<file path="src/design/assert_macros.svh">
// Assertion macros used by the tfcsa controller.
// Depends on nothing; included by files that carry concurrent assertions.
`ifndef ASSERT_MACROS_SVH
`define ASSERT_MACROS_SVH

// Same-cycle implication, checked on the rising clock edge outside reset.
`define TFCSA_ASSERT_IMPL(label, clk, rst_n, ante, cons) \
  label: assert property (@(posedge clk) disable iff (!rst_n) (ante) |-> (cons)) \
    else $error("tfcsa assertion failed");

// Next-cycle implication, checked on the rising clock edge outside reset.
`define TFCSA_ASSERT_NEXT(label, clk, rst_n, ante, cons) \
  label: assert property (@(posedge clk) disable iff (!rst_n) (ante) |=> (cons)) \
    else $error("tfcsa assertion failed");

`endif

</file>
<file path="src/design/tfcsa_pkg.sv">
// Package for the template-fit chi-square accumulator: widths, codes and
// the command and status structs between controller and datapath. No dependencies.
package tfcsa_pkg;

  localparam int OBS_W     = 32;  // observed count, unsigned Q24.8
  localparam int BIN_W     = 32;  // background and templates, signed Q24.8
  localparam int SCALE_W   = 20;  // scale factors, unsigned Q4.16
  localparam int SUM_W     = 64;  // running sum, unsigned Q48.16
  localparam int PROD_W    = 53;  // signed template times unsigned scale
  localparam int OB_W      = 34;  // observed minus background, signed
  localparam int DIFF_W    = 55;  // observed minus expected, signed
  localparam int MAG_W     = 54;  // magnitude of the difference
  localparam int HALF_W    = MAG_W / 2;
  localparam int SQ_W      = 2 * MAG_W;
  localparam int DIV_STEPS = SUM_W / 2;  // radix-4 quotient digits
  localparam int CNT_W     = $clog2(DIV_STEPS);
  localparam int APB_AW    = 3;
  localparam int APB_DW    = 32;

  localparam logic [APB_AW-1:0] REG_SCALE_FIRST  = 3'h0;
  localparam logic [APB_AW-1:0] REG_SCALE_SECOND = 3'h4;
  localparam logic [SCALE_W-1:0] SCALE_RESET     = 20'h10000;

  typedef enum logic [1:0] {
    MUL_LL = 2'd0,
    MUL_LH = 2'd1,
    MUL_HH = 2'd2
  } mul_sel_t;

  typedef enum logic [1:0] {
    ACC_NONE = 2'd0,
    ACC_LOAD = 2'd1,
    ACC_MID  = 2'd2,
    ACC_HIGH = 2'd3
  } acc_op_t;

  typedef struct packed {
    logic     load;
    logic     prod;
    logic     diff;
    logic     mag;
    logic     mul_en;
    mul_sel_t mul_sel;
    acc_op_t  acc_op;
    logic     div_init;
    logic     div_step;
    logic     acc;
    logic     emit;
  } dp_cmd_t;

  typedef struct packed {
    logic in_obs_zero;
    logic last;
    logic sq_ovf;
  } dp_stat_t;

endpackage

</file>
<file path="src/design/tfcsa_regs.sv">
// APB-style configuration registers holding the two template scale factors.
// Depends on tfcsa_pkg.
module tfcsa_regs (
  input  logic                          clk,
  input  logic                          rst_n,
  input  logic                          cfg_psel,
  input  logic                          cfg_penable,
  input  logic                          cfg_pwrite,
  input  logic [tfcsa_pkg::APB_AW-1:0]  cfg_paddr,
  input  logic [tfcsa_pkg::APB_DW-1:0]  cfg_pwdata,
  output logic [tfcsa_pkg::APB_DW-1:0]  cfg_prdata,
  output logic                          cfg_pready,
  output logic [tfcsa_pkg::SCALE_W-1:0] scale_first,
  output logic [tfcsa_pkg::SCALE_W-1:0] scale_second
);
  import tfcsa_pkg::*;

  logic [SCALE_W-1:0] scale_first_r, scale_first_nxt;
  logic [SCALE_W-1:0] scale_second_r, scale_second_nxt;
  logic               wr_en;
  logic               sel_second;

  assign cfg_pready = 1'b1;
  assign wr_en      = cfg_psel & cfg_penable & cfg_pwrite;
  // Registers sit on word boundaries; the byte offset bits are ignored.
  assign sel_second = cfg_paddr[2] == REG_SCALE_SECOND[2];

  always_comb begin
    scale_first_nxt  = scale_first_r;
    scale_second_nxt = scale_second_r;
    if (wr_en) begin
      if (sel_second) begin
        scale_second_nxt = cfg_pwdata[SCALE_W-1:0];
      end else begin
        scale_first_nxt = cfg_pwdata[SCALE_W-1:0];
      end
    end
  end

  always_ff @(posedge clk) begin
    if (!rst_n) begin
      scale_first_r  <= SCALE_RESET;
      scale_second_r <= SCALE_RESET;
    end else begin
      scale_first_r  <= scale_first_nxt;
      scale_second_r <= scale_second_nxt;
    end
  end

  assign cfg_prdata   = sel_second ? APB_DW'(scale_second_r) : APB_DW'(scale_first_r);
  assign scale_first  = scale_first_r;
  assign scale_second = scale_second_r;

endmodule

</file>
<file path="config.mk">
export PLATFORM = sky130hd
export DESIGN_NAME = tfcsa_regs
export DESIGN_NICKNAME = d
export VERILOG_FILES = /design/src/design/assert_macros.svh /design/src/design/tfcsa_pkg.sv /design/src/design/tfcsa_regs.sv
export SDC_FILE = /design/constraint.sdc
export NUM_CORES = 1
export LEC_CHECK = 0
export BUFFER_PORTS_ARGS = -buffer_cell sky130_fd_sc_hd__buf_2
export CORE_MARGIN = 5
export CORE_UTILIZATION = 23
export CTS_CLUSTER_SIZE = 16
export DETAILED_ROUTE_END_ITERATION = 8
export PLACE_DENSITY = 0.59
export SYNTH_ARGS = -nofsm -noshare
export SYNTH_HDL_FRONTEND = slang
export SYNTH_SLANG_ARGS = --single-unit
</file>
<file path="constraint.sdc">
create_clock -name clk -period 2.7 [get_ports clk]
set_clock_uncertainty 0.2 [all_clocks]
set_input_delay 0.54 -clock clk [delete_from_list [all_inputs] [get_ports clk]]
set_output_delay 0.54 -clock clk [all_outputs]
set_load 0.01 [all_outputs]
</file>
# Word-level counts from Yosys, hierarchy flattened
# Index checks and enable logic that the tools add are counted.
[totals]
regBits = 40
input_bits = 40
out_inout_bits = 73
word_cells = 8
[op_classes]
muxes = 1
bitwise_logic = 3
n_reduce_logical = 2
[ops]
columns = ["operator", "count"]
rows = [
  ["two-way mux 20 bit", 1],
  ["AND reduction 2 bit", 2],
  ["AND 1 bit", 2],
  ["inverter 1 bit", 1],
]

# Depth between registers and ports, before layout
# Gate-level depths: netlist of the first run.
[depth]
depth_word = 3
mapped_depth = 4
mapped_depth_nobuf = 2

# Least setup slack after synthesis of the first run
# OpenSTA, ideal clock, no wires.
[synth_path]
kind = "input to output"
startpoint = "input cfg_paddr[2] (netlist bit)"
endpoint = "output cfg_prdata[0] (netlist bit)"
arrival_time_ns = 1.102
t_required_ns = 1.960
setup_slack_ns = 0.858
cell_stages = 2
n_path_buf = 1
path_cell_list = "buf_2 > mux2_2"
[synth_via]
elab_chain_cells = 1
[synth_lines]
columns = ["item", "line", "rtl"]
rows = [
  ["from (decl)", "tfcsa_regs.sv:9", "input logic [tfcsa_pkg::APB_AW-1:0] cfg_paddr,"],
  ["two-way mux 20 bit", "tfcsa_regs.sv:50", "assign cfg_prdata = sel_second ? APB_DW'(scale_second_r) : APB_DW'(scale_first_r);"],
  ["to (decl)", "tfcsa_regs.sv:11", "output logic [tfcsa_pkg::APB_DW-1:0] cfg_prdata,"],
]
# Every way passes these cells.

# Final worst setup path of the first run
[layout_path]
startpoint = "input cfg_paddr[2] (netlist bit)"
endpoint = "output cfg_prdata[10] (netlist bit)"
# Same word-level chain as after synthesis.

==> metrics.cfg, run 1 <==
[status]
run_status=finished clean

[finish]
layout_commonest_cell=buf_2
drive_gt1_share_pct=42.1
diodes=0
layout-area-overhead-vs-synth_pct=30.5
final_cell_mix=buf_2 (85), nand2_1 (57), mux2i_1 (40), dfxtp_1 (40), mux2_2 (20)
fin_nets=312
fillers=832
post-route-util_pct=31.2

[die]
core-area_mm2=0.00781
die_x_um=100
floorplan.initialDensity_pct=23.9
num_io_pins=113
die_h_um=100
core.rowCount=32
dieArea_mm2=0.0100

[route]
routed_wl_mm=4.80
post-route-drc-count=0
drtIter0Drc=32
final_antenna_net_count=0
avgRoutedWirePerCell_um=12.8
via_count=1532
vias_per_cell=4.09
detail_route.first_pass.iterations=4

[critical_path]
critical_path_class=in2out
cp-end-kind=output port
max_stage_delay_ps=470
ff2ff_path_depth=2
start_kind=input pin
rr_startpoint=scale_first[16]
r2r_slack_ps=1860
crit_fanout=24
cp.arrival_ps=1570
slowest_stage=buf_2
r2r_end=scale_first[16]
path_cells=buf_2 -> mux2_2 -> buf_2
critPathRequiredTime_ps=1960
cp_common_cell=buf_2

[synth]
synth_warnings=0
avgSynthCellArea_um2=9.73
synth_area_mm2=0.00187
synth.ff_latch_count=40
yosysSeqAreaShare_pct=42.9
syn_inst=192
synth_cell_types=14

[sta]
report.final.setup_viol=0
grt_setup_unrepaired=false
max_clock_freq_mhz=432
finalMaxSlewViolations=0
fin_crit_ps=2310
tns_ps=0
tightest_slew_ps=593
finalCritPeriodShare_pct=85.6
relSlewSlack_pct=60.4
fin_hold_ws_ps=273
final_hold_viol_count=0

[global_routing]
grtUsageMet2_pct=17.2
track_usage_pct=9.68
grt_pass1_vias=1516
use_met1_pct=11.3
antenna_found_initial=0
grt_max_degree=37
grt_pass1_wl_mm=7.64
grt.busiest_layer=met2
met3_usage_pct=2.08
overflow=0

[clock_network]
postCtsHoldBufs=0
htreeDepth=2
post_cts_resized=0
clkSinkCount=40
cts_buffers=5
tritoncts=built
clk_pin_slew_ps=80
clkLatencyLatePin_ps=280
clock-root-buffer=clkbuf_8
cts_buffer_depth=2
cts_setup_buffers=0

[power_and_ir_drop]
clock_power_share_pct=35.4
power_density_mw_per_mm2=472
max-vdd-ir-drop_uv=182
power_uw=1150
swShare_pct=24.5
switchingPower_uw=282
pwr-share-seq_pct=53.2
comb_power_share_pct=11.4
cellLeakagePower_uw=0.00129
p_int_uw=868

[hold_path]
worst_hold_path.num_cells=2
min_path_type=reg2reg
hold_start=scale_second[13]
hold_path_end=scale_second[13]

[placed_design]
dp_hpwl_mm=3.59
port_buffers=85
gp_congestion=0.685

[flow_run]
drv_cap=0

## synth_stat cells
cell / n / area share [%]
nand2_1: 57 / 11
dfxtp_1: 40 / 43
mux2i_1: 40 / 21
mux2_2: 20 / 12
buf_4: 13 / 5.2
buf_2: 6 / 1.6
clkbuf_1: 6 / 1.2
nor2b_1: 3 / 1.0
conb_1: 2 / 0.40
and4_1: 1 / 0.47
and4b_1: 1 / 0.54
buf_6: 1 / 0.60
nand4_2: 1 / 0.67
nand4b_1: 1 / 0.47
## registers in the layout, indices dropped and copies added (netlist names)
register      cells
scale_first      20
scale_second     20
## critical path, delay by kind of cell
kind                   cells  cell delay (ps)
buffers and inverters      2              610
multiplexers               1              410
## kinds of logic after synthesis
logic type	Yosys count	synth area share, %
and+or+nand+nor	64	14.6
muxes	60	33.5
DFF	40	42.9
buffers and inverters	26	8.64
other	2	0.402
## layer usage
layer | vias up | part of all wire [%]
met5 | - | 0
met4 | 0 | 1.4
met3 | 4 | 5.4
met2 | 45 | 54
met1 | 711 | 40
li1 | 772 | -
## how the worst max path moves through the flow
| stage | start | endpoint | cells after the start | slack, ps |
|---|---|---|---|---|
| 2_1_floorplan | cfg_paddr[2] | cfg_prdata[0] | 2 | 860 |
| 3_3_place_gp | cfg_paddr[2] | cfg_prdata[10] | 3 | 360 |
| 3_5_place_dp | cfg_paddr[2] | cfg_prdata[10] | 3 | 340 |
| 4_1_cts | cfg_paddr[2] | cfg_prdata[10] | 3 | 350 |
| 5_1_grt | cfg_paddr[2] | cfg_prdata[10] | 3 | 310 |
| 6_report | cfg_paddr[2] | cfg_prdata[10] | 3 | 390 |
## power by group through the flow
stage | Combinational, uW | Clock (uW) | Sequential, uW
floorplan | 86.8 | 0 | 631
global placement | 133 | 0 | 625
detailed placement | 135 | 0 | 625
CTS | 135 | 429 | 611
global route | 147 | 458 | 614
finish | 132 | 407 | 611
## cell type report
| class | instances | area (um2) | share of cell area (%) |
|---|---|---|---|
| multi-input combinational | 137 | 947 | 38.8 |
| sequential | 40 | 801 | 32.8 |
| timing repair buffer | 88 | 473 | 19.4 |
| tap | 102 | 128 | 5.23 |
| clock buffer | 8 | 90.1 | 3.69 |
## stage by stage
step                worst slack (ps)  instance area [um2]  std cells
floorplan                        858                 1910        203
global placement                 356                 2350        367
detailed placement               343                 2350        367
CTS                              347                 2440        375
global route                     313                 2440        375
finish                           388                 2440        375
Power figures use the tool's default switching activity.
==> run 2, diff against run 1 <==
ABC_CLOCK_PERIOD_IN_PS = 2700   (was unset)
CELL_PAD_IN_SITES_DETAIL_PLACEMENT = 0   (was unset)
CELL_PAD_IN_SITES_GLOBAL_PLACEMENT = 1   (was unset)
PLACE_DENSITY = 0.74   (was 0.59)
SKIP_LAST_GASP = 1   (was unset)
==> run 2 against run 1 <==
Compared with the run above:
- global-route usage decreased by 0.16 points
- flip-flop and latch count unchanged
- critical path type unchanged
- critical path depth unchanged
- highest routed layer unchanged
- core utilization about the same
- die area unchanged
- register-to-register slack about the same
- routed wire length decreased by 1.9%
==> metrics.cfg, run 2 (synthesis gave the netlist of run 1 again) <==
[power_and_ir_drop]
pwr-share-seq_pct=53.3  ; about the same
switchingPower_uw=281  ; -0.52%
comb_power_share_pct=11.5  ; about the same
cellLeakagePower_uw=0.00128  ; about the same
p_int_uw=867  ; -0.12%
power_density_mw_per_mm2=470  ; -0.37%
swShare_pct=24.5  ; -0.075 points
max-vdd-ir-drop_uv=198  ; +8.6%
clock_power_share_pct=35.2  ; -0.2 points
power_uw=1150  ; -0.22%

[route]
drtIter0Drc=30  ; -6.3%
avgRoutedWirePerCell_um=12.5  ; -1.9%
via_count=1552  ; +1.3%
detail_route.first_pass.iterations=4  ; unchanged
final_antenna_net_count=0  ; unchanged
vias_per_cell=4.14  ; +1.3%
post-route-drc-count=0  ; unchanged
routed_wl_mm=4.71  ; -1.9%

[die]
floorplan.initialDensity_pct=23.9  ; unchanged
dieArea_mm2=0.0100  ; unchanged
core-area_mm2=0.00781  ; unchanged
num_io_pins=113  ; unchanged
die_x_um=100  ; unchanged
die_h_um=100  ; unchanged
core.rowCount=32  ; unchanged

[critical_path]
ff2ff_path_depth=2  ; unchanged
crit_fanout=24  ; unchanged
critical_path_class=in2out
cp.arrival_ps=1550  ; -20 ps
crit_end=cfg_prdata[8]
r2r_slack_ps=1870  ; about the same
cp-startpoint=cfg_paddr[2]
start_kind=input pin
critPathRequiredTime_ps=1960  ; about the same
cp-end-kind=output port
r2r_end=scale_first[14]
rr_startpoint=scale_first[14]

[sta]
tightest_slew_ps=584  ; -9.62 ps
fin_crit_ps=2290  ; -22.0 ps
grt_setup_unrepaired=false
worst_slack_ps=410  ; +22.0 ps
final_hold_viol_count=0  ; unchanged
tns_ps=0  ; unchanged
max_clock_freq_mhz=437  ; +0.96%
report.final.setup_viol=0  ; unchanged
finalMaxSlewViolations=0  ; unchanged
relSlewSlack_pct=61.1  ; +0.64 points
finalCritPeriodShare_pct=84.8  ; -0.81 points

[global_routing]
grt_pass1_wl_mm=7.67  ; +0.45%
track_usage_pct=9.52  ; -0.16 points
antenna_found_initial=0  ; unchanged
grt_max_degree=37  ; unchanged
overflow=0  ; unchanged
grt_pass1_vias=1570  ; +3.6%

[clock_network]
clkLatencyLatePin_ps=280  ; about the same
tritoncts=built
clock-root-buffer=clkbuf_8
clk_pin_slew_ps=70  ; about the same
postCtsHoldBufs=0  ; unchanged
post_cts_resized=0  ; unchanged
cts_buffers=5  ; unchanged
htreeDepth=2  ; unchanged
cts_setup_buffers=0  ; unchanged
cts_buffer_depth=2  ; unchanged
clkSinkCount=40  ; unchanged

[finish]
regArea_um2=801  ; unchanged
multi_input_area_um2=947  ; unchanged
final_cell_mix=buf_2 (85), nand2_1 (57), mux2i_1 (40), dfxtp_1 (40), mux2_2 (20)
layout-area-overhead-vs-synth_pct=30.7
fillers=845  ; +1.6%
final_cells=375  ; unchanged
layout_commonest_cell=buf_2
fin_nets=312  ; unchanged
drive_gt1_share_pct=42.5  ; +0.37 points
diodes=0  ; unchanged

[placed_design]
gp_congestion=0.651  ; -4.9%
dp_cells=367  ; unchanged
dp_hpwl_mm=3.56  ; -0.79%
pre_cts_ws_ps=383  ; +40.2 ps
port_buffers=85  ; unchanged

[flow_run]
drv_cap=0  ; unchanged

[hold_path]
min_path_type=reg2reg

[status]
run_status=finished clean

-- run 2: worst min-delay path by stage --
stage	from	endpoint	slack, ps	cells after the start
floorplan	scale_second[13]	scale_second[13]	290	2
global placement	scale_second[1]	scale_second[1]	250	2
detailed placement	scale_first[11]	scale_first[11]	260	2
CTS	scale_second[18]	scale_second[18]	270	2
global route	scale_first[9]	scale_first[9]	300	2
finish	scale_first[4]	scale_first[4]	270	2
-- run 2: power groups by stage --
stage / registers (uW) / logic, uW / clock network (uW)
2_1_floorplan: 631 / 86.8 / 0
3_3_place_gp: 625 / 133 / 0
3_5_place_dp: 626 / 134 / 0
4_1_cts: 612 / 135 / 438
5_1_grt: 614 / 146 / 458
6_report: 612 / 132 / 405
-- run 2: layout make-up --
class                   count  area share (%)
clock buffers               7            3.53
clock inverters             1           0.307
multi-input cells         137            38.8
flip-flops and latches     40            32.8
well taps                 102            5.23
repair buffers             88            19.4
-- run 2: through the flow --
step | cell area (um2) | util (%) | hold WS, ps
6_report | 2440 | 31.3 | 271
5_1_grt | 2440 | 31.3 | 302
4_1_cts | 2440 | 31.3 | 274
3_5_place_dp | 2350 | 30.1 | 258
3_3_place_gp | 2350 | 30.1 | 255
2_1_floorplan | 1910 | - | 288
-- run 2: per-layer routing --
layer	vias up	wire (um)	global-route usage, %
li1	772	-	-
met5	-	0	0
met3	6	319	2.02
met1	722	1990	11.7
met2	52	2320	16.3
met4	0	70	3.42
-- run 2: critical path: stages --
cell	delay (ps)
buf_2	460
mux2_2	400
buf_2	140
==> run 3, diff against run 2 <==
ABC_CLOCK_PERIOD_IN_PS = 1900   (was 2700)
PLACE_DENSITY = 0.76   (was 0.74)
clock period = 1.9 ns   (was 2.7 ns; I/O delays follow)
==> run 3 against run 2 <==
Compared with the run above:
- clock power increased by 42%
- sequential power increased by 42%
- combinational power increased by 52%
- first-iteration DRC count decreased by 30%
- die area unchanged
- register-to-register slack got worse by 780 ps
- non-clock buffer count increased by 5
- critical endpoint is now cfg_prdata[5]
==> metrics.cfg, run 3 (synthesis gave the netlist of run 1 again) <==
[clock_network]
clkLatencyLatePin_ps=290  ; about the same
clkSinkCount=40  ; unchanged
tritoncts=built
cts_buffers=5  ; unchanged
post_cts_resized=0  ; unchanged
clk_pin_slew_ps=70  ; about the same
cts_buffer_depth=2  ; unchanged
postCtsHoldBufs=0  ; unchanged
htreeDepth=2  ; unchanged
cts_setup_buffers=0  ; unchanged
clock-root-buffer=clkbuf_8

[sta]
fin_crit_ps=1800
final_hold_viol_count=0  ; unchanged
finalMaxSlewViolations=0  ; unchanged
tns_ps=0  ; unchanged
grt_setup_unrepaired=false
finalCritPeriodShare_pct=94.5
fin_hold_ws_ps=157  ; -115 ps
max_clock_freq_mhz=557
report.final.setup_viol=0  ; unchanged

[placed_design]
dp_hpwl_mm=3.73  ; +4.9%
port_buffers=85  ; unchanged
gp_congestion=0.647  ; -0.64%
dpl-instance-area_mm2=0.00241  ; +2.7%
dp_cells=372  ; +1.4%

[power_and_ir_drop]
max-vdd-ir-drop_uv=276  ; +39%
power_density_mw_per_mm2=658  ; +40%
cellLeakagePower_uw=0.00132  ; +2.9%
power_uw=1650  ; +43%

[critical_path]
start_kind=input pin
critPathRequiredTime_ps=1320  ; -640 ps
cp-end-kind=output port
cp.arrival_ps=1220  ; -330 ps
critical_path_class=in2out
crit_fanout=14  ; -42%

[route]
avgRoutedWirePerCell_um=12.7  ; +1.6%
routed_wl_mm=4.84  ; +3.0%
via_count=1564  ; +0.77%
drtIter0Drc=21  ; -30%
post-route-drc-count=0  ; unchanged
detail_route.first_pass.iterations=6  ; +2
final_antenna_net_count=0  ; unchanged
vias_per_cell=4.12  ; -0.55%

[global_routing]
antenna_found_initial=0  ; unchanged
overflow=0  ; unchanged
grt_max_degree=28  ; -24%
grt_pass1_wl_mm=7.97  ; +3.9%
grt_pass1_vias=1607  ; +2.4%
track_usage_pct=9.82  ; +0.30 points

[finish]
final_cell_mix=buf_2 (85), nand2_1 (57), mux2i_1 (40), dfxtp_1 (40), mux2_2 (20)
drive_gt1_share_pct=43.2  ; +0.67 points
diodes=0  ; unchanged
layout-area-overhead-vs-synth_pct=33.9
fin_nets=317  ; +1.6%
layout_commonest_cell=buf_2
final_cells=380  ; +1.3%
fin_area_mm2=0.00250  ; +2.4%

[hold_path]
min_path_type=in2reg

[die]
die_x_um=100  ; unchanged
core.rowCount=32  ; unchanged
num_io_pins=113  ; unchanged
dieArea_mm2=0.0100  ; unchanged
die_h_um=100  ; unchanged
core-area_mm2=0.00781  ; unchanged
floorplan.initialDensity_pct=23.9  ; unchanged

[status]
run_status=finished clean

[flow_run]
drv_cap=0  ; unchanged

-- run 3: cell count changes in the layout (fill, tap and decap cells not counted) --
cell,before,now
clkbuf_1,1,2
buf_4,1,4
buf_12,2,4
clkinvlp_4,1,0
-- run 3: final cells by class --
type | instances | area, um2
clock buffers | 8 | 90.1
fillers | 841 | 5310
multi-input cells | 137 | 947
flip-flops and latches | 40 | 801
well taps | 102 | 128
repair buffers | 93 | 536
-- run 3: routing by layer --
layer  global-route usage (%)  up-vias  wire [um]
li1                         -      778          -
met1                     11.8      732       2040
met2                     17.0       50       2490
met3                     2.57        4        287
met4                     3.11        0         29
met5                        0        -          0
-- run 3: final timing paths --
kind                      end  cells past startpoint  slack (ps)              from
min reg2reg  scale_second[13]                      2         270  scale_second[13]
max reg2reg  scale_second[16]                      2        1090  scale_second[16]
max             cfg_prdata[5]                      4         100      cfg_paddr[2]
min           scale_second[7]                      3         160     cfg_pwdata[7]
-- run 3: per-stage QoR --
stage,setup slack [ps],utilization (%)
2_1_floorplan,378,-
3_3_place_gp,96.0,30.9
3_5_place_dp,79.7,30.9
4_1_cts,85.4,32.0
5_1_grt,48.7,32.0
6_report,105,32.0
-- run 3: critical path: stages --
cell	delay (ps)
buf_2	170
buf_12	180
mux2_2	340
buf_2	140
-- run 3: power by group --
group | total [uW] | internal, uW | switching, uW
sequential | 869 | 856 | 12.7
combinational | 200 | 91.2 | 109
clock | 577 | 296 | 281
total | 1650 | 1240 | 402
