[src/design/assert_macros.svh]
// Assertion macros used by the tfcsa controller.
// Depends on nothing; included by files that carry concurrent assertions.
`ifndef ASSERT_MACROS_SVH
`define ASSERT_MACROS_SVH

// Same-cycle implication, checked on the rising clock edge outside reset.
`define TFCSA_ASSERT_IMPL(label, clk, rst_n, ante, cons) \
  label: assert property (@(posedge clk) disable iff (!rst_n) (ante) |-> (cons)) \
    else $error("tfcsa assertion failed");

// Next-cycle implication, checked on the rising clock edge outside reset.
`define TFCSA_ASSERT_NEXT(label, clk, rst_n, ante, cons) \
  label: assert property (@(posedge clk) disable iff (!rst_n) (ante) |=> (cons)) \
    else $error("tfcsa assertion failed");

`endif

[src/design/tfcsa_pkg.sv]
// Package for the template-fit chi-square accumulator: widths, codes and
// the command and status structs between controller and datapath. No dependencies.
package tfcsa_pkg;

  localparam int OBS_W     = 32;  // observed count, unsigned Q24.8
  localparam int BIN_W     = 32;  // background and templates, signed Q24.8
  localparam int SCALE_W   = 20;  // scale factors, unsigned Q4.16
  localparam int SUM_W     = 64;  // running sum, unsigned Q48.16
  localparam int PROD_W    = 53;  // signed template times unsigned scale
  localparam int OB_W      = 34;  // observed minus background, signed
  localparam int DIFF_W    = 55;  // observed minus expected, signed
  localparam int MAG_W     = 54;  // magnitude of the difference
  localparam int HALF_W    = MAG_W / 2;
  localparam int SQ_W      = 2 * MAG_W;
  localparam int DIV_STEPS = SUM_W / 2;  // radix-4 quotient digits
  localparam int CNT_W     = $clog2(DIV_STEPS);
  localparam int APB_AW    = 3;
  localparam int APB_DW    = 32;

  localparam logic [APB_AW-1:0] REG_SCALE_FIRST  = 3'h0;
  localparam logic [APB_AW-1:0] REG_SCALE_SECOND = 3'h4;
  localparam logic [SCALE_W-1:0] SCALE_RESET     = 20'h10000;

  typedef enum logic [1:0] {
    MUL_LL = 2'd0,
    MUL_LH = 2'd1,
    MUL_HH = 2'd2
  } mul_sel_t;

  typedef enum logic [1:0] {
    ACC_NONE = 2'd0,
    ACC_LOAD = 2'd1,
    ACC_MID  = 2'd2,
    ACC_HIGH = 2'd3
  } acc_op_t;

  typedef struct packed {
    logic     load;
    logic     prod;
    logic     diff;
    logic     mag;
    logic     mul_en;
    mul_sel_t mul_sel;
    acc_op_t  acc_op;
    logic     div_init;
    logic     div_step;
    logic     acc;
    logic     emit;
  } dp_cmd_t;

  typedef struct packed {
    logic in_obs_zero;
    logic last;
    logic sq_ovf;
  } dp_stat_t;

endpackage

[src/design/tfcsa_ctrl.sv]
// Controller state machine: handshakes, step sequencing and divider count.
// Depends on tfcsa_pkg and assert_macros.svh.
`include "assert_macros.svh"
module tfcsa_ctrl (
  input  logic                clk,
  input  logic                rst_n,
  input  logic                in_valid,
  output logic                in_ready,
  output logic                out_valid,
  input  logic                out_ready,
  input  tfcsa_pkg::dp_stat_t stat,
  output tfcsa_pkg::dp_cmd_t  cmd
);
  import tfcsa_pkg::*;

  typedef enum logic [11:0] {
    ST_IDLE = 12'b000000000001,
    ST_PROD = 12'b000000000010,
    ST_DIFF = 12'b000000000100,
    ST_MAG  = 12'b000000001000,
    ST_SQ0  = 12'b000000010000,
    ST_SQ1  = 12'b000000100000,
    ST_SQ2  = 12'b000001000000,
    ST_SQ3  = 12'b000010000000,
    ST_CHK  = 12'b000100000000,
    ST_DIV  = 12'b001000000000,
    ST_ACC  = 12'b010000000000,
    ST_FIN  = 12'b100000000000
  } state_t;

  state_t           state_r, state_nxt;
  logic [CNT_W-1:0] cnt_r, cnt_nxt;
  logic             out_valid_r, out_valid_nxt;
  logic             div_last;

  assign div_last = cnt_r == CNT_W'(DIV_STEPS - 1);

  always_comb begin
    state_nxt     = state_r;
    cnt_nxt       = cnt_r;
    out_valid_nxt = out_valid_r & ~out_ready;
    cmd           = '0;
    in_ready      = 1'b0;
    unique case (state_r)
      ST_IDLE: begin
        in_ready = 1'b1;
        if (in_valid) begin
          cmd.load  = 1'b1;
          state_nxt = stat.in_obs_zero ? ST_FIN : ST_PROD;
        end
      end
      ST_PROD: begin
        cmd.prod  = 1'b1;
        state_nxt = ST_DIFF;
      end
      ST_DIFF: begin
        cmd.diff  = 1'b1;
        state_nxt = ST_MAG;
      end
      ST_MAG: begin
        cmd.mag   = 1'b1;
        state_nxt = ST_SQ0;
      end
      ST_SQ0: begin
        cmd.mul_en  = 1'b1;
        cmd.mul_sel = MUL_LL;
        state_nxt   = ST_SQ1;
      end
      ST_SQ1: begin
        cmd.mul_en  = 1'b1;
        cmd.mul_sel = MUL_LH;
        cmd.acc_op  = ACC_LOAD;
        state_nxt   = ST_SQ2;
      end
      ST_SQ2: begin
        cmd.mul_en  = 1'b1;
        cmd.mul_sel = MUL_HH;
        cmd.acc_op  = ACC_MID;
        state_nxt   = ST_SQ3;
      end
      ST_SQ3: begin
        cmd.acc_op = ACC_HIGH;
        state_nxt  = ST_CHK;
      end
      ST_CHK: begin
        cmd.div_init = 1'b1;
        cnt_nxt      = '0;
        state_nxt    = stat.sq_ovf ? ST_ACC : ST_DIV;
      end
      ST_DIV: begin
        cmd.div_step = 1'b1;
        cnt_nxt      = cnt_r + 1'b1;
        if (div_last) begin
          state_nxt = ST_ACC;
        end
      end
      ST_ACC: begin
        cmd.acc   = 1'b1;
        state_nxt = ST_FIN;
      end
      ST_FIN: begin
        if (!stat.last) begin
          state_nxt = ST_IDLE;
        end else if (!out_valid_r || out_ready) begin
          cmd.emit      = 1'b1;
          out_valid_nxt = 1'b1;
          state_nxt     = ST_IDLE;
        end
      end
      default: begin
        state_nxt = ST_IDLE;
      end
    endcase
  end

  always_ff @(posedge clk) begin
    if (!rst_n) begin
      state_r     <= ST_IDLE;
      cnt_r       <= '0;
      out_valid_r <= 1'b0;
    end else begin
      state_r     <= state_nxt;
      cnt_r       <= cnt_nxt;
      out_valid_r <= out_valid_nxt;
    end
  end

  assign out_valid = out_valid_r;

  `TFCSA_ASSERT_IMPL(a_emit_from_fin, clk, rst_n, $rose(out_valid_r), $past(state_r == ST_FIN))
  `TFCSA_ASSERT_NEXT(a_chk_branch, clk, rst_n, state_r == ST_CHK, state_r == ST_DIV || state_r == ST_ACC)
  `TFCSA_ASSERT_NEXT(a_div_ends, clk, rst_n, state_r == ST_DIV && div_last, state_r == ST_ACC)

endmodule

[config.mk]
export PLATFORM = sky130hd
export DESIGN_NAME = tfcsa_ctrl
export DESIGN_NICKNAME = d
export VERILOG_FILES = /design/src/design/tfcsa_pkg.sv /design/src/design/tfcsa_ctrl.sv
export VERILOG_INCLUDE_DIRS = /design/src /design/src/design
export SDC_FILE = /design/constraint.sdc
export NUM_CORES = 1
export LEC_CHECK = 0
export BUFFER_PORTS_ARGS = -buffer_cell sky130_fd_sc_hd__clkbuf_2
export CAP_MARGIN = 10
export CORE_MARGIN = 1.5
export CORE_UTILIZATION = 54
export CTS_CLUSTER_SIZE = 40
export DETAILED_ROUTE_END_ITERATION = 8
export GPL_TIMING_DRIVEN = 0
export PLACE_DENSITY = 0.83
export SLEW_MARGIN = 20
export SYNTH_ARGS = -nofsm -noshare
export SYNTH_HDL_FRONTEND = slang
export SYNTH_SLANG_ARGS = --single-unit
[constraint.sdc]
create_clock -name clk -period 2 [get_ports clk]
set_input_delay 0.4 -clock clk [delete_from_list [all_inputs] [get_ports clk]]
set_output_delay 0.4 -clock clk [all_outputs]
set_load 0.005 [all_outputs]
# [Yosys cells after proc, flatten, opt, wreduce, memory -nomap -nowiden]
# Index checks and enable logic that the tools add are counted.
[op_classes] n_mux=25 n_eq_ne=16 reduce_logical=4 add_sub_neg=1 n_bitwise=2
[op_table] cell="12-bit case mux with 12 select lines" count=1
[op_table] cell="12-bit 2-to-1 mux" count=5
[op_table] cell="1-bit 2-to-1 mux" count=15
[op_table] cell="12-bit by 1-bit equality test with 1-bit output (second input constant)" count=1
[op_table] cell="12-bit by 10-bit equality test with 1-bit output (second input constant)" count=1
[op_table] cell="12-bit by 11-bit equality test with 1-bit output (second input constant)" count=1
[op_table] cell="12-bit equality test (second input constant)" count=1
[op_table] cell="12-bit by 2-bit equality test with 1-bit output (second input constant)" count=1
[op_table] cell="12-bit by 3-bit equality test with 1-bit output (second input constant)" count=1
[op_table] cell="12-bit by 4-bit equality test with 1-bit output (second input constant)" count=1
[op_table] cell="12-bit by 5-bit equality test with 1-bit output (second input constant)" count=1
[op_table] cell="12-bit by 6-bit equality test with 1-bit output (second input constant)" count=1
[op_table] cell="12-bit by 7-bit equality test with 1-bit output (second input constant)" count=1
[op_table] cell="12-bit by 8-bit equality test with 1-bit output (second input constant)" count=1
[op_table] cell="12-bit by 9-bit equality test with 1-bit output (second input constant)" count=1
[op_table] cell="11-bit 2-to-1 mux" count=1
[op_table] cell="5-bit case mux with 2 select lines" count=1
[op_table] cell="3-bit case mux with 3 select lines" count=1
[op_table] cell="2-bit case mux with 3 select lines" count=1
[op_table] cell="5-bit by 1-bit adder with 5-bit output (second input constant)" count=1
[op_table] cell="5-bit equality test (second input constant)" count=1
[op_table] cell="2-bit inequality test (second input constant)" count=2
[op_table] cell="3-bit inequality test (second input constant)" count=1
[op_table] cell="3-bit AND reduction" count=1
[op_table] cell="5 further kinds" count=5
[totals] word_cells=51 output_inout_bits=15 reg_bits=18

# [Logic depth before layout (Yosys ltp)]
# Gate-level depths: netlist (run 1).
[logic_depth] depth_word=5 ltp_mapped=9 mapped_depth_nobuf=8

# [Least setup slack after synthesis (run 1)]
# No wires, ideal clock.
[synth_path] path_type="reg-to-output" startpoint="register state_r[7]" endpoint="output port cmd[10] (netlist bit)" stages_incl_launch_ff=6 arrival_ns=1.467 t_required_ns=1.600 path_buffers=1 slack_ns=0.133 cell_sequence="dfxtp_1 > buf_6 > nor4_4 > nand3_4 > or3_4 > nor2_1"
[synth_lines] item="start: declaration" line="tfcsa_ctrl.sv:31" text="state_t state_r, state_nxt;"
[synth_lines] item="start signal: assignment" line="tfcsa_ctrl.sv:122" text="state_r <= state_nxt;"
[synth_lines] item="end: declaration" line="tfcsa_ctrl.sv:12" text="output tfcsa_pkg::dp_cmd_t cmd"

==> results of run 1 <==
[area by class of cell]
class                      count  area (sq um)  share of cell area
sequential                    18           373               0.230
tap                           27          33.8              0.0208
multi-input combinational    113           873               0.539
buffer                        10          70.1              0.0432
timing repair buffer          37           235               0.145
clock buffer                   4          36.3              0.0224
[state kept, by name, summed over array words and instances, names as in the netlist]
signal / count
state_r: 12
cnt_r: 5
out_valid: 1
[where the power goes]
| part | internal (mW) | switching, mW | leakage [nW] |
|---|---|---|---|
| Clock | 0.111 | 0.123 | 0.0210 |
| Combinational | 0.115 | 0.134 | 0.474 |
| Sequential | 0.365 | 0.0127 | 0.149 |
| Total | 0.591 | 0.270 | 0.644 |
[layout by cell type (no fill, tap or decap), types with 3 or more instances in the layout]
cell type and n:
nand2_1 6, buf_6 5, clkbuf_1 3, nor4_4 3
clkbuf_4 4, nor2_1 11, nand2b_1 4, a31oi_1 4
nor4_2 3, clkbuf_2 18, nand3b_1 5, buf_4 16
and3_1 3, nor2_2 4, nor3_1 8, buf_2 4
nor2b_1 8, dfxtp_1 12, dfxtp_2 4, o21ai_0 5
[final timing paths]
check | start | endpoint | slack [ns] | cells after the start
min reg2reg | cnt_r[2]$_SDFFE_PN0P_ | cnt_r[2]$_SDFFE_PN0P_ | 0.55 | 2
max reg2reg | cnt_r[1]$_SDFFE_PN0P_ | state_r[10]$_SDFFE_PN0P_ | 0.01 | 9
min | rst_n | state_r[7]$_SDFFE_PN0P_ | 0.37 | 3
max | state_r[7]$_SDFFE_PN0P_ | cmd[9] | -0.16 | 6
[synth_stat cells (all sizes together)]
cell	instances	area (sq um)
nand2	7	26.3
or2	1	6.26
a211oi	1	7.51
buf	5	32.5
a2111oi	1	8.76
and2	3	18.8
ha	2	25.0
and4bb	1	12.5
o31ai	2	20.0
xor2	2	17.5
o2bb2ai	2	17.5
nand2b	4	25.0
nand4	1	6.26
nand3b	5	37.5
a21oi	2	10.0
or3	1	11.3
nor2	17	63.8
xnor2	2	17.5
o211ai	1	7.51
a21boi	2	15.0
nor2b	9	56.3
or4b	1	10.0
a32oi	1	8.76
nor4	7	73.8
a211o	1	8.76
nor3b	3	22.5
nand3	5	42.5
and3	3	18.8
and3b	1	8.76
clkbuf	5	18.8
dfxtp	18	360
o21ai	5	25.0
a31oi	4	25.0
o311a	1	10.0
nor3	9	45.0
nor4b	2	17.5
a41oi	1	8.76
a21o	1	7.51
o21bai	2	15.0
[critical path, cell delays in order, from the launching register on]
cell      delay (ns)
dfxtp_1         0.34
buf_6           0.15
nor4_4          0.26
nand3_4         0.13
or3_4           0.37
nor2_2          0.11
clkbuf_2        0.11
[routing by layer]
metal  up-vias  GRT usage
met5         -          0
met1       574      0.343
met4         0     0.0509
li1        597          -
met3        12     0.0303
met2        53      0.427
[stage by stage]
stage                     std cells  total power, mW   util  hold slack (ns)  cell area, sq um
final                           209            0.861  0.810            0.368              1620
after global routing            209            0.893  0.810            0.366              1620
after CTS                       203            0.804  0.746            0.362              1490
after detailed placement        189            0.543  0.654            0.533              1310
after global placement          189            0.536  0.654            0.516              1310
after floorplan                 141            0.499      -            0.494              1170
[kinds of logic (layout without fill, tap and decap cells)]
logic type,Yosys count,in the layout,share of synthesized area
simple gates,80,80,0.430
compound gates,27,27,0.167
flops,18,18,0.308
buf+inv,10,51,0.0439
xor+xnor,4,4,0.0300
fa+ha+maj,2,2,0.0214
[repair_timing]
action	CTS	global route
resized for setup	24	22
pin swaps	8	8
hold endpoints to repair	0	0
setup endpoints to repair	21	21
setup buffers	10	7
==> reports/results.txt, run 1 <==
Area growth syn-to-layout = 38.6%
highest metal used = met4
Clock Pin Slew Worst Setup and Hold Paths = 0.11 ns
vias per inst = 5.91
H-tree depth = 1
Synth Instances = 141
first-pass GRT wire length = 4.96 mm
Tmin final = 2.16 ns
power per standard cell area = 531 nW/um^2
routed length on met2 = 1.64 mm
clock buffer depth = 2
pre-CTS setup slack = -0.115 ns
Final nets = 192
skew final = 0.00309 ns
row count = 16
core box area = 2000 sq um
fin crit share = 1.08
Netlist cell types = 46
CTS Buf Count = 3
Metal-1 WL = 1.44 mm
number of global-route vias before repair = 1129
Least-Margin Pin Slew = 0.535 ns
CTS root buffer = clkbuf_4
CTS tree = yes
critical path arrival = 1.76 ns
post-synthesis register bit count = 18
slew margin rel. = 0.634
final WL = 3.35 mm
Routed Antenna Nets = 0
Die H = 49.5 um
Die Wd = 49.5 um
syn_area_per_cell = 8.30 sq um
share of layout cells above drive strength 1 = 0.440
GP Congestion = 0.850
Filler cells = 143
Peak VDD IR = 0.000390 V
drt first pass iters = 5
worst setup margin = -0.161 ns
CP required = 1.60 ns
f_max = 463 MHz
Detailed Route Iter0 Violations = 40
Max Cap Viol = 0
# diodes = 0
Post-DP HPWL = 1.89 mm
Setup CP Type = reg -> out
final hold violations = 0
Pleak = 0.644 nW
Syn Std Cell Area = 1170 sq um
vias = 1236
initial antenna violation count = 0
CTS Hold Bufs = 0
total grt overflow = 0
RSZ-0062 raised after global routing = true
outcome = complete, but fails checks
io pins = 22
setup_tns = -1.09 ns
Setup crit end kind = output pin
clock sink total = 18
failing checks = setup timing
IO buf count = 21
worst min-delay path class = in -> reg
met3 WL = 178 um
initial core utilization = 0.584
die area = 2450 sq um
register area share after synthesis = 0.308
GR Util All Layers = 0.252
Max Slew Vio Count = 0
worst-skew pair later-pin latency = 0.30 ns
Critical Path Fanout Max = 10
yosys warns = 0
Mapped Nets = 150
WL per Instance = 16.0 um
# DRC = 0
largest net degree at the start of global routing = 11
setup violators final = 10
critical path launch point type = register
No activity file was read; power rests on OpenSTA's default activity.
==> inputs of run 2 (changes only) <==
--- a/config.mk
+++ b/config.mk
@@ -6,14 +6,14 @@
 export SDC_FILE = /design/constraint.sdc
 export NUM_CORES = 1
 export LEC_CHECK = 0
-export BUFFER_PORTS_ARGS = -buffer_cell sky130_fd_sc_hd__clkbuf_2
 export CAP_MARGIN = 10
 export CORE_MARGIN = 1.5
-export CORE_UTILIZATION = 54
+export CORE_UTILIZATION = 55
 export CTS_CLUSTER_SIZE = 40
 export DETAILED_ROUTE_END_ITERATION = 8
+export DONT_BUFFER_PORTS = 1
 export GPL_TIMING_DRIVEN = 0
-export PLACE_DENSITY = 0.83
+export PLACE_DENSITY = 0.75
 export SLEW_MARGIN = 20
 export SYNTH_ARGS = -nofsm -noshare
 export SYNTH_HDL_FRONTEND = slang
==> reports/results.txt, run 2 (synthesis results as in run 1) <==
Cell Count, Final, Fillers Out = 187 (-11%)
final WL = 2.90 mm (-14%)
largest net degree at the start of global routing = 11 (unchanged)
GR Util All Layers = 0.242 (-0.00970)
IO buf count = 0 (-100%)
Final nets = 171 (-11%)
vias per inst = 6.20 (+4.8%)
skew final = 0.00485 ns (+0.00176 ns)
Pleak = 0.540 nW (-16%)
Detailed Route Iter0 Violations = 19 (-53%)
Peak VDD IR = 0.000472 V (+21%)
max reg flops = 12 (unchanged)
io pins = 22 (unchanged)
Routed Antenna Nets = 0 (unchanged)
initial core utilization = 0.590 (+0.00590)
core box area = 1980 sq um (-1.0%)
hold-critical path endpoint = state_r[7]$_SDFFE_PN0P_
final hold violations = 0 (unchanged)
reg-to-reg critical path startpoint = cnt_r[0]$_SDFFE_PN0P_
initial antenna violation count = 0 (unchanged)
# DRC = 0 (unchanged)
first-pass GRT wire length = 4.64 mm (-6.4%)
clock sink total = 18 (unchanged)
f_max = 477 MHz (+3.1%)
most frequent cells in the layout = 17 x buf_4, 13 x dfxtp_1, 9 x nor3_1
Least-Margin Pin Slew = 0.430 ns (-0.104 ns)
Max Cap Viol = 0 (unchanged)
worst min-delay path class = in -> reg
CP required = 1.60 ns (about the same)
Clock Pin Slew Worst Setup and Hold Paths = 0.10 ns (about the same)
fin crit share = 1.05 (-0.0322)
Critical Path Fanout Max = 4 (-6)
Tmin final = 2.10 ns (-0.0644 ns)
drt first pass iters = 4 (-1)
commonest non-fill, non-tap cell in the layout = buf_4
die area = 2410 sq um (-1.7%)
# diodes = 0 (unchanged)
RSZ-0062 raised after global routing = true
H-tree depth = 1 (unchanged)
worst setup margin = -0.0965 ns (+0.0644 ns)
CTS root buffer = clkbuf_4
FF-to-FF path depth = 9 (unchanged)
power per standard cell area = 513 nW/um^2 (-3.4%)
Area growth syn-to-layout = 26.6%
Post-DP HPWL = 1.73 mm (-8.8%)
Placed Cells = 168 (-11%)
setup violators final = 14 (+4)
CTS Buf Count = 3 (unchanged)
worst hold slack = 0.255 ns (-0.113 ns)
share of layout cells above drive strength 1 = 0.375 (-0.0646)
Biggest register = state_r
setup_tns = -0.583 ns (+0.506 ns)
failing checks = setup timing
row count = 16 (unchanged)
critical path arrival = 1.70 ns (-0.06 ns)
GP Congestion = 0.801 (-5.7%)
flop2flop setup slack = -0.02 ns (-0.03 ns)
Die Wd = 49.1 um (-0.86%)
Die H = 49.1 um (-0.86%)
CTS tree = yes
WL per Instance = 15.5 um (-3.4%)
worst-skew pair later-pin latency = 0.30 ns (about the same)
min-delay src = rst_n
Max Slew Vio Count = 0 (unchanged)
outcome = complete, but fails checks
slew margin rel. = 0.706 (+0.0714)
Setup CP Type = reg -> out
Cells on Worst Hold Path = 2 (-1)
Worst R2R End = state_r[6]$_SDFFE_PN0P_
critical path launch point type = register
clock buffer depth = 2 (unchanged)
number of global-route vias before repair = 1075 (-4.8%)
total grt overflow = 0 (unchanged)
vias = 1159 (-6.2%)
Setup crit end kind = output pin
[run 2: cell count changes in the layout (fill, tap and decap cells not counted), sizes merged]
cell    delta
buf        -4
clkbuf    -18
[run 2: critical path: stages (launching register included)]
cell and delay (ns):
dfxtp_2 0.35, nor4_4 0.41, nand3_4 0.14, or3_4 0.38
nor2_2 0.13
[run 2: stage by stage]
stage                      util  instance area (sq um)  power [mW]  setup WS, ns
after floorplan               -                   1170       0.499         0.133
after global routing      0.747                   1480       0.796        -0.147
after global placement    0.607                   1200       0.521       -0.0343
after detailed placement  0.607                   1200       0.525       -0.0598
after CTS                 0.693                   1370       0.737       -0.0699
final                     0.747                   1480       0.760       -0.0965
[run 2: worst max path at each step]
stage | startpoint | cells past startpoint | endpoint | slack, ns
after floorplan | state_r[7]$_SDFFE_PN0P_ | 5 | cmd[10] | 0.13
after global placement | cnt_r[0]$_SDFFE_PN0P_ | 9 | state_r[8]$_SDFFE_PN0P_ | -0.03
after detailed placement | state_r[7]$_SDFFE_PN0P_ | 5 | cmd[9] | -0.06
after CTS | state_r[5]$_SDFFE_PN0P_ | 4 | cmd[9] | -0.07
after global routing | state_r[5]$_SDFFE_PN0P_ | 4 | cmd[9] | -0.15
final | state_r[5]$_SDFFE_PN0P_ | 4 | cmd[9] | -0.1
[run 2: power by group]
part | switching [mW] | internal [mW]
Combinational | 0.112 | 0.0848
Sequential | 0.0126 | 0.366
Clock | 0.115 | 0.0702
[run 2: layout make-up]
cell class / count / area, sq um
multi-input cells: 113 / 870
fillers: 146 / 500
flip-flops and latches: 18 / 372
repair buffers: 16 / 124
plain buffers: 10 / 60.1
well taps: 27 / 33.8
clock buffers: 3 / 22.5
[run 2: repair_timing]
item / CTS / global route
pin swaps: 7 / 5
setup buffers: 12 / 5
setup endpoints to repair: 21 / 22
hold buffers: 0 / 0
resized for setup: 19 / 22
[run 2: routing by layer]
| metal | global-route usage | share of wire |
|---|---|---|
| met5 | 0 | 0 |
| met4 | 0.0714 | 0.017 |
| met3 | 0.0521 | 0.030 |
| met2 | 0.405 | 0.51 |
| met1 | 0.311 | 0.45 |
==> inputs of run 3 (changes only) <==
--- a/config.mk
+++ b/config.mk
@@ -7,14 +7,15 @@
 export NUM_CORES = 1
 export LEC_CHECK = 0
 export CAP_MARGIN = 10
+export CORE_ASPECT_RATIO = 2
 export CORE_MARGIN = 1.5
-export CORE_UTILIZATION = 55
+export CORE_UTILIZATION = 40
 export CTS_CLUSTER_SIZE = 40
 export DETAILED_ROUTE_END_ITERATION = 8
 export DONT_BUFFER_PORTS = 1
 export GPL_TIMING_DRIVEN = 0
-export PLACE_DENSITY = 0.75
-export SLEW_MARGIN = 20
+export PLACE_DENSITY = 0.59
+export RECOVER_POWER = 25
 export SYNTH_ARGS = -nofsm -noshare
 export SYNTH_HDL_FRONTEND = slang
 export SYNTH_SLANG_ARGS = --single-unit
==> reports/results.txt, run 3 (synthesis results as in run 1) <==
Pleak = 0.515 nW (-4.6%)
Routed Antenna Nets = 0 (unchanged)
hold-critical path endpoint = state_r[7]$_SDFFE_PN0P_
CTS root buffer = clkbuf_8
vias per inst = 6.10 (-1.5%)
Max Slew Vio Count = 0 (unchanged)
Peak VDD IR = 0.000430 V (-8.8%)
Die Wd = 41.2 um (-16%)
Setup crit end kind = output pin
final WL = 2.90 mm (unchanged)
Clock Pin Slew Worst Setup and Hold Paths = 0.07 ns (-0.03 ns)
worst-skew pair later-pin latency = 0.26 ns (-0.04 ns)
IO buf count = 0 (unchanged)
max reg flops = 12 (unchanged)
power per standard cell area = 603 nW/um^2 (+18%)
slew margin rel. = 0.749 (+0.0429)
critical path arrival = 1.59 ns (-0.11 ns)
Least-Margin Pin Slew = 0.367 ns (-0.0628 ns)
setup_tns = 0 ns (+0.583 ns)
slowest stage delay, CP = 0.43 ns (+0.02 ns)
initial core utilization = 0.422 (-0.168)
Area growth syn-to-layout = 24.5%
Die H = 79.5 um (+62%)
initial antenna violation count = 0 (unchanged)
clock buffer depth = 2 (unchanged)
worst setup margin = 0.00740 ns (+0.104 ns)
largest net degree at the start of global routing = 11 (unchanged)
CP bufs+invs = 0 (unchanged)
first-pass GRT wire length = 4.41 mm (-5.0%)
row count = 27 (+11)
# DRC = 0 (unchanged)
most frequent cells in the layout = 15 x dfxtp_1, 12 x buf_4, 9 x nor3_1, 9 x nor2b_1, 8 x nor2_1
share of layout cells above drive strength 1 = 0.310 (-0.0653)
RSZ-0062 raised after global routing = true
CTS tree = yes
reg-to-reg critical path startpoint = state_r[5]$_SDFFE_PN0P_
# diodes = 0 (unchanged)
clock sink total = 18 (unchanged)
total grt overflow = 0 (unchanged)
ordered list of cells on the worst path = nor4_4 > nand3_4 > or3_4 > nor2_4
Detailed Route Iter0 Violations = 23 (+4)
Max Cap Viol = 0 (unchanged)
pre-CTS setup slack = -0.0895 ns (-0.0297 ns)
Final nets = 165 (-3.5%)
commonest non-fill, non-tap cell in the layout = dfxtp_1
skew final = 0.00751 ns (+0.00266 ns)
outcome = finished clean
Critical Path Fanout Max = 3 (-1)
critical path launch point type = register
Cells on Worst Hold Path = 2 (unchanged)
CTS Buf Count = 3 (unchanged)
Post-DP HPWL = 2.05 mm (+19%)
WL per Instance = 15.8 um (+1.6%)
f_max = 502 MHz (+5.2%)
CP required = 1.60 ns (about the same)
fin crit share = 0.996 (-0.0519)
H-tree depth = 1 (unchanged)
delay-heaviest family, CP = simple AND/OR/NAND/NOR gates
setup violators final = 0 (-14)
Final Power = 0.879 mW (+16%)
Setup CP Type = reg -> out
core box area = 2770 sq um (+40%)
final hold violations = 0 (unchanged)
drt first pass iters = 4 (unchanged)
Worst R2R End = state_r[5]$_SDFFE_PN0P_
slowest CP cell = or3_4
GR Util All Layers = 0.192 (-0.0506)
worst min-delay path class = in -> reg
Tmin final = 1.99 ns (-0.104 ns)
flop2flop setup slack = 0.12 ns (+0.14 ns)
min-delay src = rst_n
io pins = 22 (unchanged)
die area = 3280 sq um (+36%)
GP Congestion = 0.738 (-7.9%)
Biggest register = state_r
Filler cells = 286 (+96%)
FF-to-FF path depth = 8 (-1)
number of global-route vias before repair = 1049 (-2.4%)
vias = 1123 (-3.1%)
==> run 3: power by group <==
| group | switching, mW | leakage [nW] | internal (mW) |
|---|---|---|---|
| registers | 0.0128 | 0.148 | 0.365 |
| clock network | 0.129 | 0.0288 | 0.175 |
| logic | 0.114 | 0.338 | 0.0827 |
| total | 0.256 | 0.515 | 0.623 |
==> run 3: how the worst max path moves through the flow <==
stage / start / to / slack [ns] / cells past startpoint
6_report: state_r[5]$_SDFFE_PN0P_ / cmd[9] / 0.007 / 4
5_1_grt: state_r[3]$_SDFFE_PN0P_ / cmd[5] / -0.07 / 3
4_1_cts: state_r[6]$_SDFFE_PN0P_ / cmd[6] / -0.01 / 3
3_5_place_dp: cnt_r[0]$_SDFFE_PN0P_ / state_r[8]$_SDFFE_PN0P_ / -0.09 / 9
3_3_place_gp: cnt_r[0]$_SDFFE_PN0P_ / state_r[8]$_SDFFE_PN0P_ / -0.07 / 9
2_1_floorplan: state_r[7]$_SDFFE_PN0P_ / cmd[10] / 0.13 / 5
==> run 3: through the flow <==
stage / hold WS, ns / area, sq um / util / instances
6_report: 0.297 / 1460 / 0.526 / 184
2_1_floorplan: 0.494 / 1170 / - / 141
3_3_place_gp: 0.524 / 1210 / 0.435 / 170
3_5_place_dp: 0.533 / 1210 / 0.435 / 170
5_1_grt: 0.316 / 1460 / 0.526 / 184
4_1_cts: 0.291 / 1370 / 0.493 / 182
==> run 3: final cells by class <==
cell class,instances,area [sq um],area share
tap,29,36.3,0.0249
multi-input combinational,113,861,0.591
clock buffer,4,55.1,0.0378
buffer,10,60.1,0.0412
sequential,18,369,0.253
timing repair buffer,10,75.1,0.0515
==> run 3: routing by layer <==
| layer | vias up | track usage | wire [um] |
|---|---|---|---|
| li1 | 547 | - | - |
| met1 | 544 | 0.177 | 1070 |
| met2 | 25 | 0.363 | 1680 |
| met3 | 7 | 0.0279 | 76 |
| met4 | 0 | 0.0839 | 75 |
| met5 | - | 0 | 0 |
==> run 3: timing repair <==
item / CTS / global route
endpoints found under the setup margin: 19 / 18
hold buffers: 0 / 0
gates resized for setup: 16 / 19
buffers inserted: 8 / 2
pin swaps: 6 / 2
==> run 3: worst reg2reg max path: cells and delay by family, from the launching register on <==
kind                   cells  cell delay, ns
and+or+nand+nor            4            0.68
DFF                        1            0.34
buffers and inverters      3            0.47
AOI/OAI and AO/OA          1            0.29
